**config.mk**
```make
export PLATFORM = sky130hd
export DESIGN_NAME = soft_shape_alpha_generator_top_flat
export DESIGN_NICKNAME = d
export VERILOG_FILES = /design/src/hdl/ssag_pkg.sv /design/src/hdl/ssag_if.sv /design/src/hdl/soft_shape_alpha_generator_top.sv /design/src/hdl/ssag_sqrt_cell.sv /design/src/hdl/ssag_sqrt_chain.sv /design/src/flat_wrapper.sv
export SDC_FILE = /design/constraint.sdc
export NUM_CORES = 2
export LEC_CHECK = 0
export BUFFER_PORTS_ARGS = -buffer_cell sky130_fd_sc_hd__buf_2
export CELL_PAD_IN_SITES_DETAIL_PLACEMENT = 1
export CELL_PAD_IN_SITES_GLOBAL_PLACEMENT = 1
export CORE_MARGIN = 5
export CORE_UTILIZATION = 55
export DETAILED_ROUTE_END_ITERATION = 8
export PLACE_DENSITY_LB_ADDON = 0.1
export REMOVE_ABC_BUFFERS = 1
export SLEW_MARGIN = 30
export SYNTH_ARGS = -nofsm -noshare
export SYNTH_HDL_FRONTEND = slang
export SYNTH_SLANG_ARGS = --single-unit
export TNS_END_PERCENT = 1
```
**constraint.sdc**
```tcl
create_clock -name clk -period 65.2 [get_ports clk]
set_input_delay 16.3 -clock clk [delete_from_list [all_inputs] [get_ports clk]]
set_output_delay 16.3 -clock clk [all_outputs]
set_load 0.01 [all_outputs]
```
**src/hdl/ssag_pkg.sv**
```systemverilog
// Package: shared constants and shape codes for the sprite alpha generator
`default_nettype none
package ssag_pkg;
	localparam int SPRITE_SIZE = 64;
	localparam int FRAC_BITS = 9;
	localparam int COORD_W = 6;
	localparam int ALPHA_W = 8;
	localparam int SHAPE_W = 3;
	localparam int HALF_W = 7;
	localparam int SQ_W = 14;
	localparam logic [SHAPE_W-1:0] SHAPE_DISK = 3'd0;
	localparam logic [SHAPE_W-1:0] SHAPE_SQUARE = 3'd1;
	localparam logic [SHAPE_W-1:0] SHAPE_LINE = 3'd2;
	localparam logic [SHAPE_W-1:0] SHAPE_CIRCLE = 3'd3;
	localparam logic [SHAPE_W-1:0] SHAPE_RING = 3'd4;
	localparam logic [SHAPE_W-1:0] SHAPE_SPHERE = 3'd5;
	localparam logic [0:0] REG_SHAPE = 1'b0;
endpackage
`default_nettype wire

```
**src/hdl/ssag_if.sv**
```systemverilog
// Interfaces: valid/ready stream channels for pixels and alphas
`default_nettype none
interface ssag_pix_if;
	logic valid;
	logic ready;
	logic [ssag_pkg::COORD_W-1:0] pixel_col;
	logic [ssag_pkg::COORD_W-1:0] pixel_row;
	modport source (output valid, pixel_col, pixel_row, input ready);
	modport sink (input valid, pixel_col, pixel_row, output ready);
endinterface

interface ssag_alpha_if;
	logic valid;
	logic ready;
	logic [ssag_pkg::ALPHA_W-1:0] alpha;
	modport source (output valid, alpha, input ready);
	modport sink (input valid, alpha, output ready);
endinterface
`default_nettype wire

```
**src/hdl/soft_shape_alpha_generator_top.sv**
```systemverilog
// Top level: sprite alpha generator with APB shape register
//  channel | dir | handshake    | payload
//  pix     | in  | valid/ready  | pixel_col, pixel_row
//  alp     | out | valid/ready  | alpha
//  apb     | in  | psel/penable | shape_select at 0x0
// One pixel per cycle unless stalled; the path is 2 front stages, FRAC_BITS+HALF_W root
// cells, 2 shading stages and an output register.
// The whole chain advances together; it stalls only while the output register
// is full and not taken. arst_n clears valid bits and shape_select.
`default_nettype none
module soft_shape_alpha_generator_top #(
	parameter int FRAC_BITS = ssag_pkg::FRAC_BITS
) (
	input  wire logic        clk,
	input  wire logic        arst_n,
	ssag_pix_if.sink         pix,
	ssag_alpha_if.source     alp,
	input  wire logic        psel,
	input  wire logic        penable,
	input  wire logic        pwrite,
	input  wire logic [1:0]  paddr,
	input  wire logic [31:0] pwdata,
	output logic      [31:0] prdata,
	output logic             pready
);
	localparam int D_W = ssag_pkg::HALF_W + FRAC_BITS;      // root width
	localparam int RW = 2 * D_W;
	localparam int NC = RW / 2;
	localparam int LAT = 2 + NC + 2;
	localparam int SW = ssag_pkg::SQ_W;
	localparam int TW = 2 + 7 + ssag_pkg::SHAPE_W;          // flags, larger offset, shape
	localparam logic [D_W-1:0] R26 = D_W'(26 << FRAC_BITS);
	localparam logic [D_W-1:0] R6 = D_W'(6 << FRAC_BITS);
	localparam logic [D_W-1:0] R27 = D_W'(27 << FRAC_BITS);
	localparam logic [D_W-1:0] R29 = D_W'(29 << FRAC_BITS);
	localparam logic [D_W-1:0] R32 = D_W'(32 << FRAC_BITS);
	localparam logic [D_W-1:0] SPAN25 = D_W'((5 << FRAC_BITS) / 2);
	localparam logic [D_W-1:0] SPAN6 = D_W'(6 << FRAC_BITS);
	localparam logic [15:0] DIV3_M = 16'd21846;
	localparam logic [15:0] DIV5_M = 16'd13108;
	localparam logic [12:0] DIV25_M = 13'd5243;

	logic [ssag_pkg::SHAPE_W-1:0] shape_q;
	logic [LAT-1:0] vld_q;
	logic [ssag_pkg::ALPHA_W-1:0] out_q;
	logic out_vld_q;
	logic adv;

	assign pready = 1'b1;
	assign prdata = {29'd0, shape_q};
	always_ff @(posedge clk or negedge arst_n) begin
		if (!arst_n) begin
			shape_q <= ssag_pkg::SHAPE_DISK;
		end else if (psel && penable && pwrite && paddr == {1'b0, ssag_pkg::REG_SHAPE}) begin
			shape_q <= pwdata[ssag_pkg::SHAPE_W-1:0];
		end
	end

	assign adv = !out_vld_q || alp.ready;
	assign pix.ready = adv;

	// front stage 1: half-unit offsets
	logic [6:0] ax_s1, ay_s1;
	logic [ssag_pkg::SHAPE_W-1:0] sh_s1;
	logic [7:0] tx, ty;
	always_comb begin
		tx = {1'b0, pix.pixel_col, 1'b0} - 8'd61;
		ty = {1'b0, pix.pixel_row, 1'b0} - 8'd61;
	end
	always_ff @(posedge clk) begin
		if (adv) begin
			ax_s1 <= tx[7] ? 7'(-tx) : tx[6:0];
			ay_s1 <= ty[7] ? 7'(-ty) : ty[6:0];
			sh_s1 <= shape_q;
		end
	end

	// front stage 2: root operand; line uses its own corner distance
	logic [RW-1:0] sq_s2;
	logic [TW-1:0] tag_s2;
	logic [8:0] my_c, m_c, xr_c, yr_c;
	logic [SW-1:0] sum_c;
	always_comb begin
		my_c = 9'(ay_s1) * 9'd6;
		m_c = ({2'd0, ax_s1} > my_c) ? {2'd0, ax_s1} : my_c;
		xr_c = ({2'd0, ax_s1} > 9'd44) ? {2'd0, ax_s1} - 9'd44 : 9'd0;
		yr_c = (my_c > 9'd44) ? my_c - 9'd44 : 9'd0;
		if (sh_s1 == ssag_pkg::SHAPE_LINE)
			sum_c = SW'(xr_c) * SW'(xr_c) + SW'(yr_c) * SW'(yr_c);
		else
			sum_c = SW'(ax_s1) * SW'(ax_s1) + SW'(ay_s1) * SW'(ay_s1);
	end
	always_ff @(posedge clk) begin
		if (adv) begin
			sq_s2 <= RW'(sum_c) << (2 * FRAC_BITS - 2);
			tag_s2 <= {(m_c < 9'd44), (m_c > 9'd56),
				(ax_s1 > ay_s1) ? ax_s1 : ay_s1, sh_s1};
		end
	end

	logic [RW-1:0] root_w;
	logic [TW-1:0] tag_w;
	ssag_sqrt_chain #(.RW(RW), .TW(TW)) u_chain (
		.clk(clk), .en(adv), .val_i(sq_s2), .tag_i(tag_s2),
		.root_o(root_w), .tag_o(tag_w)
	);

	// shade stage 1: numerators
	logic [D_W-1:0] d_c, mx_c, diff_c;
	logic [ssag_pkg::SHAPE_W-1:0] sh_c;
	logic [D_W+8:0] num_s3;
	logic [2*D_W-1:0] e2_s3;
	logic [2:0] mode_s3;
	logic sat_s3;
	localparam logic [2:0] M_ZERO = 3'd0, M_EDGE = 3'd1, M_OUT = 3'd2, M_RING = 3'd3,
		M_LINE = 3'd4, M_SPH = 3'd5;
	always_comb begin
		d_c = root_w[D_W-1:0];
		sh_c = tag_w[ssag_pkg::SHAPE_W-1:0];
		mx_c = D_W'(tag_w[ssag_pkg::SHAPE_W +: 7]) << (FRAC_BITS - 1);
		diff_c = (d_c >= R26) ? d_c - R26 : R26 - d_c;
	end
	always_ff @(posedge clk) begin
		if (adv) begin
			num_s3 <= '0;
			e2_s3 <= '0;
			sat_s3 <= 1'b0;
			mode_s3 <= M_ZERO;
			case (sh_c)
				ssag_pkg::SHAPE_DISK, ssag_pkg::SHAPE_SQUARE: begin
					if (((sh_c == ssag_pkg::SHAPE_DISK) ? d_c : mx_c) < R27) begin
						sat_s3 <= 1'b1;
					end else if (((sh_c == ssag_pkg::SHAPE_DISK) ? d_c : mx_c) <= R29) begin
						mode_s3 <= M_EDGE;
						num_s3 <= (D_W+9)'(255) *
							(D_W+9)'(R29 - ((sh_c == ssag_pkg::SHAPE_DISK) ? d_c : mx_c));
					end
				end
				ssag_pkg::SHAPE_LINE: begin
					if (tag_w[TW-1]) sat_s3 <= 1'b1;
					else if (!tag_w[TW-2] && d_c <= SPAN6) begin
						mode_s3 <= M_LINE;
						num_s3 <= (D_W+9)'(255) * (D_W+9)'(SPAN6 - d_c);
					end
				end
				ssag_pkg::SHAPE_CIRCLE, ssag_pkg::SHAPE_RING: begin
					if ((sh_c == ssag_pkg::SHAPE_CIRCLE || d_c >= R26)) begin
						if (diff_c < SPAN25) begin
							mode_s3 <= M_OUT;
							num_s3 <= (D_W+9)'(220) * (D_W+9)'(SPAN25 - diff_c);
						end
					end else if (d_c >= R6) begin
						mode_s3 <= M_RING;
						e2_s3 <= (2*D_W)'(d_c - R6) * (2*D_W)'(d_c - R6);
					end
				end
				ssag_pkg::SHAPE_SPHERE: begin
					if (d_c <= R32) begin
						mode_s3 <= M_SPH;
						num_s3 <= (D_W+9)'(255) * (D_W+9)'(R32 - d_c);
					end
				end
				default: ;
			endcase
		end
	end

	// shade stage 2: divide by constants
	logic [ssag_pkg::ALPHA_W-1:0] a_s4;
	logic [2*D_W+7:0] rn_c;
	logic [9:0] x3_c;
	logic [10:0] x5_c;
	logic [12:0] x25_c;
	logic [25:0] p3_c;
	logic [26:0] p5_c;
	logic [25:0] p25_c;
	always_comb begin
		rn_c = (2*D_W+8)'(e2_s3) * (2*D_W+8)'(220);
		x3_c = 10'(num_s3 >> (FRAC_BITS + 1));
		x5_c = 11'(num_s3 >> (FRAC_BITS - 1));
		x25_c = 13'(rn_c >> (2 * FRAC_BITS + 4));
		p3_c = 26'(x3_c) * 26'(DIV3_M);
		p5_c = 27'(x5_c) * 27'(DIV5_M);
		p25_c = 26'(x25_c) * 26'(DIV25_M);
	end
	always_ff @(posedge clk) begin
		if (adv) begin
			case (mode_s3)
				M_EDGE: a_s4 <= 8'(num_s3 >> (FRAC_BITS + 1));
				M_SPH: a_s4 <= 8'(num_s3 >> (FRAC_BITS + 5));
				M_OUT: a_s4 <= 8'(p5_c >> 16);
				M_LINE: a_s4 <= 8'(p3_c >> 16);
				M_RING: a_s4 <= 8'(p25_c >> 17);
				default: a_s4 <= sat_s3 ? 8'd255 : 8'd0;
			endcase
		end
	end

	always_ff @(posedge clk or negedge arst_n) begin
		if (!arst_n) begin
			vld_q <= '0;
			out_vld_q <= 1'b0;
		end else if (adv) begin
			vld_q <= {vld_q[LAT-2:0], pix.valid};
			out_vld_q <= vld_q[LAT-1];
		end
	end
	always_ff @(posedge clk) begin
		if (adv) out_q <= a_s4;
	end

	assign alp.valid = out_vld_q;
	assign alp.alpha = out_q;
endmodule
`default_nettype wire

```
**src/hdl/ssag_sqrt_cell.sv**
```systemverilog
// Square root cell: one restoring result bit per cell, registered
`default_nettype none
module ssag_sqrt_cell #(
	parameter int RW = 32,
	parameter int SHIFT = 0,
	parameter int TW = 16
) (
	input  wire logic          clk,
	input  wire logic          en,
	input  wire logic [RW-1:0] rem_i,
	input  wire logic [RW-1:0] root_i,
	input  wire logic [TW-1:0] tag_i,
	output logic      [RW-1:0] rem_o,
	output logic      [RW-1:0] root_o,
	output logic      [TW-1:0] tag_o
);
	logic [RW-1:0] bit_c;
	logic [RW-1:0] trial_c;
	logic [RW-1:0] rem_q;
	logic [RW-1:0] root_q;
	logic [TW-1:0] tag_q;

	assign bit_c = RW'(1) << SHIFT;
	assign trial_c = root_i + bit_c;

	always_ff @(posedge clk) begin
		if (en) begin
			if (rem_i >= trial_c) begin
				rem_q <= rem_i - trial_c;
				root_q <= (root_i >> 1) + bit_c;
			end else begin
				rem_q <= rem_i;
				root_q <= root_i >> 1;
			end
			tag_q <= tag_i;
		end
	end

	assign rem_o = rem_q;
	assign root_o = root_q;
	assign tag_o = tag_q;
endmodule
`default_nettype wire

```
**src/hdl/ssag_sqrt_chain.sv**
```systemverilog
// Square root chain: row of cells giving a floored root
`default_nettype none
module ssag_sqrt_chain #(
	parameter int RW = 32,
	parameter int TW = 16
) (
	input  wire logic          clk,
	input  wire logic          en,
	input  wire logic [RW-1:0] val_i,
	input  wire logic [TW-1:0] tag_i,
	output logic      [RW-1:0] root_o,
	output logic      [TW-1:0] tag_o
);
	localparam int N = RW / 2;
	logic [RW-1:0] rem_w [N+1];
	logic [RW-1:0] root_w [N+1];
	logic [TW-1:0] tag_w [N+1];

	assign rem_w[0] = val_i;
	assign root_w[0] = '0;
	assign tag_w[0] = tag_i;

	for (genvar k = 0; k < N; k++) begin : g_cell
		ssag_sqrt_cell #(.RW(RW), .SHIFT(RW - 2 - 2*k), .TW(TW)) u_cell (
			.clk(clk), .en(en),
			.rem_i(rem_w[k]), .root_i(root_w[k]), .tag_i(tag_w[k]),
			.rem_o(rem_w[k+1]), .root_o(root_w[k+1]), .tag_o(tag_w[k+1])
		);
	end

	assign root_o = root_w[N];
	assign tag_o = tag_w[N];
endmodule
`default_nettype wire

```
**src/flat_wrapper.sv**
```systemverilog
// flat-port wrapper written by rule: the top's interface ports become plain ports
module soft_shape_alpha_generator_top_flat 
#(
	parameter int FRAC_BITS = ssag_pkg::FRAC_BITS
)
  (clk, arst_n, psel, penable, pwrite, paddr, pwdata, prdata, pready, pix_valid, pix_pixel_col, pix_pixel_row, pix_ready, alp_valid, alp_alpha, alp_ready);
  ssag_pix_if pix_i ();
  ssag_alpha_if alp_i ();
  input  wire logic clk;
  input  wire logic arst_n;
  input  wire logic psel;
  input  wire logic penable;
  input  wire logic pwrite;
  input  wire logic [1:0] paddr;
  input  wire logic [31:0] pwdata;
  output logic      [31:0] prdata;
  output logic pready;
  input wire logic [$bits(pix_i.valid)-1:0] pix_valid;
  input wire logic [$bits(pix_i.pixel_col)-1:0] pix_pixel_col;
  input wire logic [$bits(pix_i.pixel_row)-1:0] pix_pixel_row;
  output wire logic [$bits(pix_i.ready)-1:0] pix_ready;
  output wire logic [$bits(alp_i.valid)-1:0] alp_valid;
  output wire logic [$bits(alp_i.alpha)-1:0] alp_alpha;
  input wire logic [$bits(alp_i.ready)-1:0] alp_ready;
  assign pix_i.valid = pix_valid;
  assign pix_i.pixel_col = pix_pixel_col;
  assign pix_i.pixel_row = pix_pixel_row;
  assign pix_ready = pix_i.ready;
  assign alp_valid = alp_i.valid;
  assign alp_alpha = alp_i.alpha;
  assign alp_i.ready = alp_ready;
  soft_shape_alpha_generator_top #(.FRAC_BITS(FRAC_BITS)) u_core (.clk(clk), .arst_n(arst_n), .pix(pix_i), .alp(alp_i), .psel(psel), .penable(penable), .pwrite(pwrite), .paddr(paddr), .pwdata(pwdata), .prdata(prdata), .pready(pready));
endmodule
```
==> run summary <==
Post-synthesis instance total = 6286
Antenna Cells = 0
Starting Density = 55.5%
Tmin final = 33580 ps
Hold Slack = 406 ps
Core area = 0.124 mm²
Max FO, Critical Path = 56
Placed cells = 7920
Worst setup EP type = output pin
Final net count = 8012
CTS sink cnt = 711
Clk_skew = 36.1 ps
Die area = 0.132 mm²
Via density = 5.48
Crit path launch type = primary input
Initial DRC count = 2083
Final hold viol count = 0
Gr ovfl total = 0
CP top delay family = simple AND/OR/NAND/NOR gates
Most frequent CP cell = buf_2
Post-place setup slack = 31600 ps
WL final = 163000 µm
Layout area overhead = 7.16%
Slew headroom = 28.4%
Worst min path class = reg -> reg
Seq/Total Area, Yosys = 30.8%
# fillers = 13100
Register bit total from synthesis = 711
Final cell count without fillers = 8069
Library cells used by synthesis = 87
Largest net degree at the start of global routing = 184
Worst-path clk slew = 60 ps
Worst skew pair latency = 700 ps
Root buf cell = clkbuf_16
Final setup TNS = 0 ps
First-pass GRT wire length = 267000 µm
Max incr delay on CP = 590 ps
Port Buffers = 36
Max Cap Viol = 0
DR WL/cell = 20.2 µm
Routed Antenna Nets = 0
Detailed Routing Iterations Pass 1 = 5
DIE HEIGHT = 364 µm
Yosys warns = 0
Initial antenna violation count = 1
Vias post-DR = 44200
# setup viols final = 0
Slowest CP cell = nand2b_4
Slew Limit Fails = 0
Worst path cell trace = buf_2 -> nand2b_4 -> buf_2
Gpl congestion = 0.878
CP Buf/Inv Count = 2
Setup bufs post-CTS = 0
Prevailing post-synth register cell = edfxtp_1
Core Rows = 129
Final period util = 51.5%
Bufs on Longest Clock Path = 3
Post-synth EDFFs = 687
Hold-fix buffer count after cts = 0
CTS resizes = 0
Fraction of registers with async set/reset = 3.38%
Share of layout cells above drive strength 1 = 4.93%
Least-Margin Pin Slew = 1070 ps
CP arrival = 17280 ps
H-Tree Depth = 3
Crit Path Category = in -> out
Critical Path RT = 48900 ps
Commonest non-fill, non-tap cell in the layout = inv_1
DR DRC count = 0
Commonest cells after routing, fill and taps aside = inv_1, fa_1, ha_1
Final HPWL DP = 132000 µm
CTS tree = built
Setup ws final = 31620 ps
IO Pins = 96
Syn Area/Cell = 11.0 µm²
Status = completed
Die X = 364 µm
GRT Util Overall = 25.4%
Synth Cell Area = 0.0689 mm²
Fmax = 0.0298 GHz
CTS Buf Count = 80
RSZ-0062 raised after global routing = no
Vias in the first global route = 50700
-- path summary, 6_finish.rpt --
| kind | depth (start not counted) | slack [ps] | to | from |
|---|---|---|---|---|
| max in group asynchronous | 1 | 49250 | u_core.vld_q[1] | arst_n |
| min in group asynchronous | 1 | 15590 | u_core.vld_q[0] | arst_n |
| worst max register to register | 27 | 54780 | u_core.e2_s3[31] | u_core.u_chain.g_cell[15].u_cell.root_o[12] |
| worst min register to register | 0 | 410 | u_core.u_chain.g_cell[1].u_cell.tag_o[2] | u_core.u_chain.g_cell[0].u_cell.tag_o[2] |
| worst min-delay path | 0 | 410 | u_core.u_chain.g_cell[1].u_cell.tag_o[2] | u_core.u_chain.g_cell[0].u_cell.tag_o[2] |
| worst max-delay path | 3 | 31620 | pix_ready | alp_ready |
-- metrics by stage --
step                      util (%)  cell area (µm²)
final                         59.5            73800
after global routing          59.5            73800
after CTS                     59.4            73800
after detailed placement      57.3            71100
after global placement        57.2            71000
after floorplan                  -            68400
-- Yosys cell counts, types with 17 or more instances --
master,instances,share of area (%)
nand3b_1,17,0.19
fa_1,871,25
edfxtp_1,687,30
or2_2,25,0.23
or3_1,32,0.29
nand2_1,268,1.5
o21a_1,36,0.39
nor2b_1,37,0.34
o21bai_1,51,0.56
mux2_2,43,0.70
a21o_1,84,0.92
and2_1,70,0.64
nand4_1,22,0.20
nand3_1,67,0.49
nor4_1,34,0.31
nor2_1,342,1.9
o21ai_0,132,0.96
nand2b_1,62,0.56
and3_1,20,0.18
xnor2_1,333,4.2
xor2_1,141,1.8
nor3_1,98,0.71
o31ai_1,22,0.24
a31oi_1,19,0.17
buf_4,30,0.33
inv_1,1419,7.7
a21oi_1,250,1.8
dfrtp_1,24,0.87
ha_1,721,13
clkbuf_1,76,0.41
-- sequential cells by signal (all words and copies together) (netlist names) --
register	cells
u_core.a_s4	8
u_core.sat_s3	1
u_core.sh_s1	3
u_core.shape_q	3
u_core.u_chain.g_cell.u_cell.tag_o	176
u_core.alp.valid	1
u_core.sq_s2	14
u_core.vld_q	20
u_core.e2_s3	31
u_core.ax_s1	6
u_core.mode_s3	3
u_core.num_s3	14
u_core.alp.alpha	8
u_core.u_chain.g_cell.u_cell.root_o	120
u_core.ay_s1	6
u_core.tag_s2	11
u_core.u_chain.g_cell.u_cell.rem_o	286
-- layer usage --
metal	track usage, %	wire length [µm]	vias to the layer above
met4	7.93	5070	2
met5	0	13	-
met3	2.44	4790	255
met2	49.1	89900	697
li1	-	-	20500
met1	29.6	63300	22800
-- cells by family (layout without fill, tap and decap cells) --
kind of cell | count (synthesis) | in the layout | share of synthesized area, %
buf+inv | 1558 | 1668 | 8.71
mux | 54 | 54 | 0.863
fa+ha+maj | 1594 | 1594 | 38.4
xor+xnor | 474 | 474 | 6.03
other cells | 2 | 38 | 0.0109
flops | 711 | 711 | 30.8
compound gates | 744 | 744 | 6.97
simple gates | 1149 | 1149 | 8.15
-- cell type report --
type                    count  area [µm²]  share of cell area (%)
flip-flops and latches    711       21200                    28.8
well taps                1637        2050                    2.78
repair buffers             92         644                   0.873
multi-input cells        4053       41800                    56.7
inverters                1429        5360                    7.27
clock buffers             101        2110                    2.86
clock inverters            46         564                   0.765
Power is left out: the tool's default activity adds up to more than one toggle a clock period on the data nets, which glitch-free logic cannot reach.
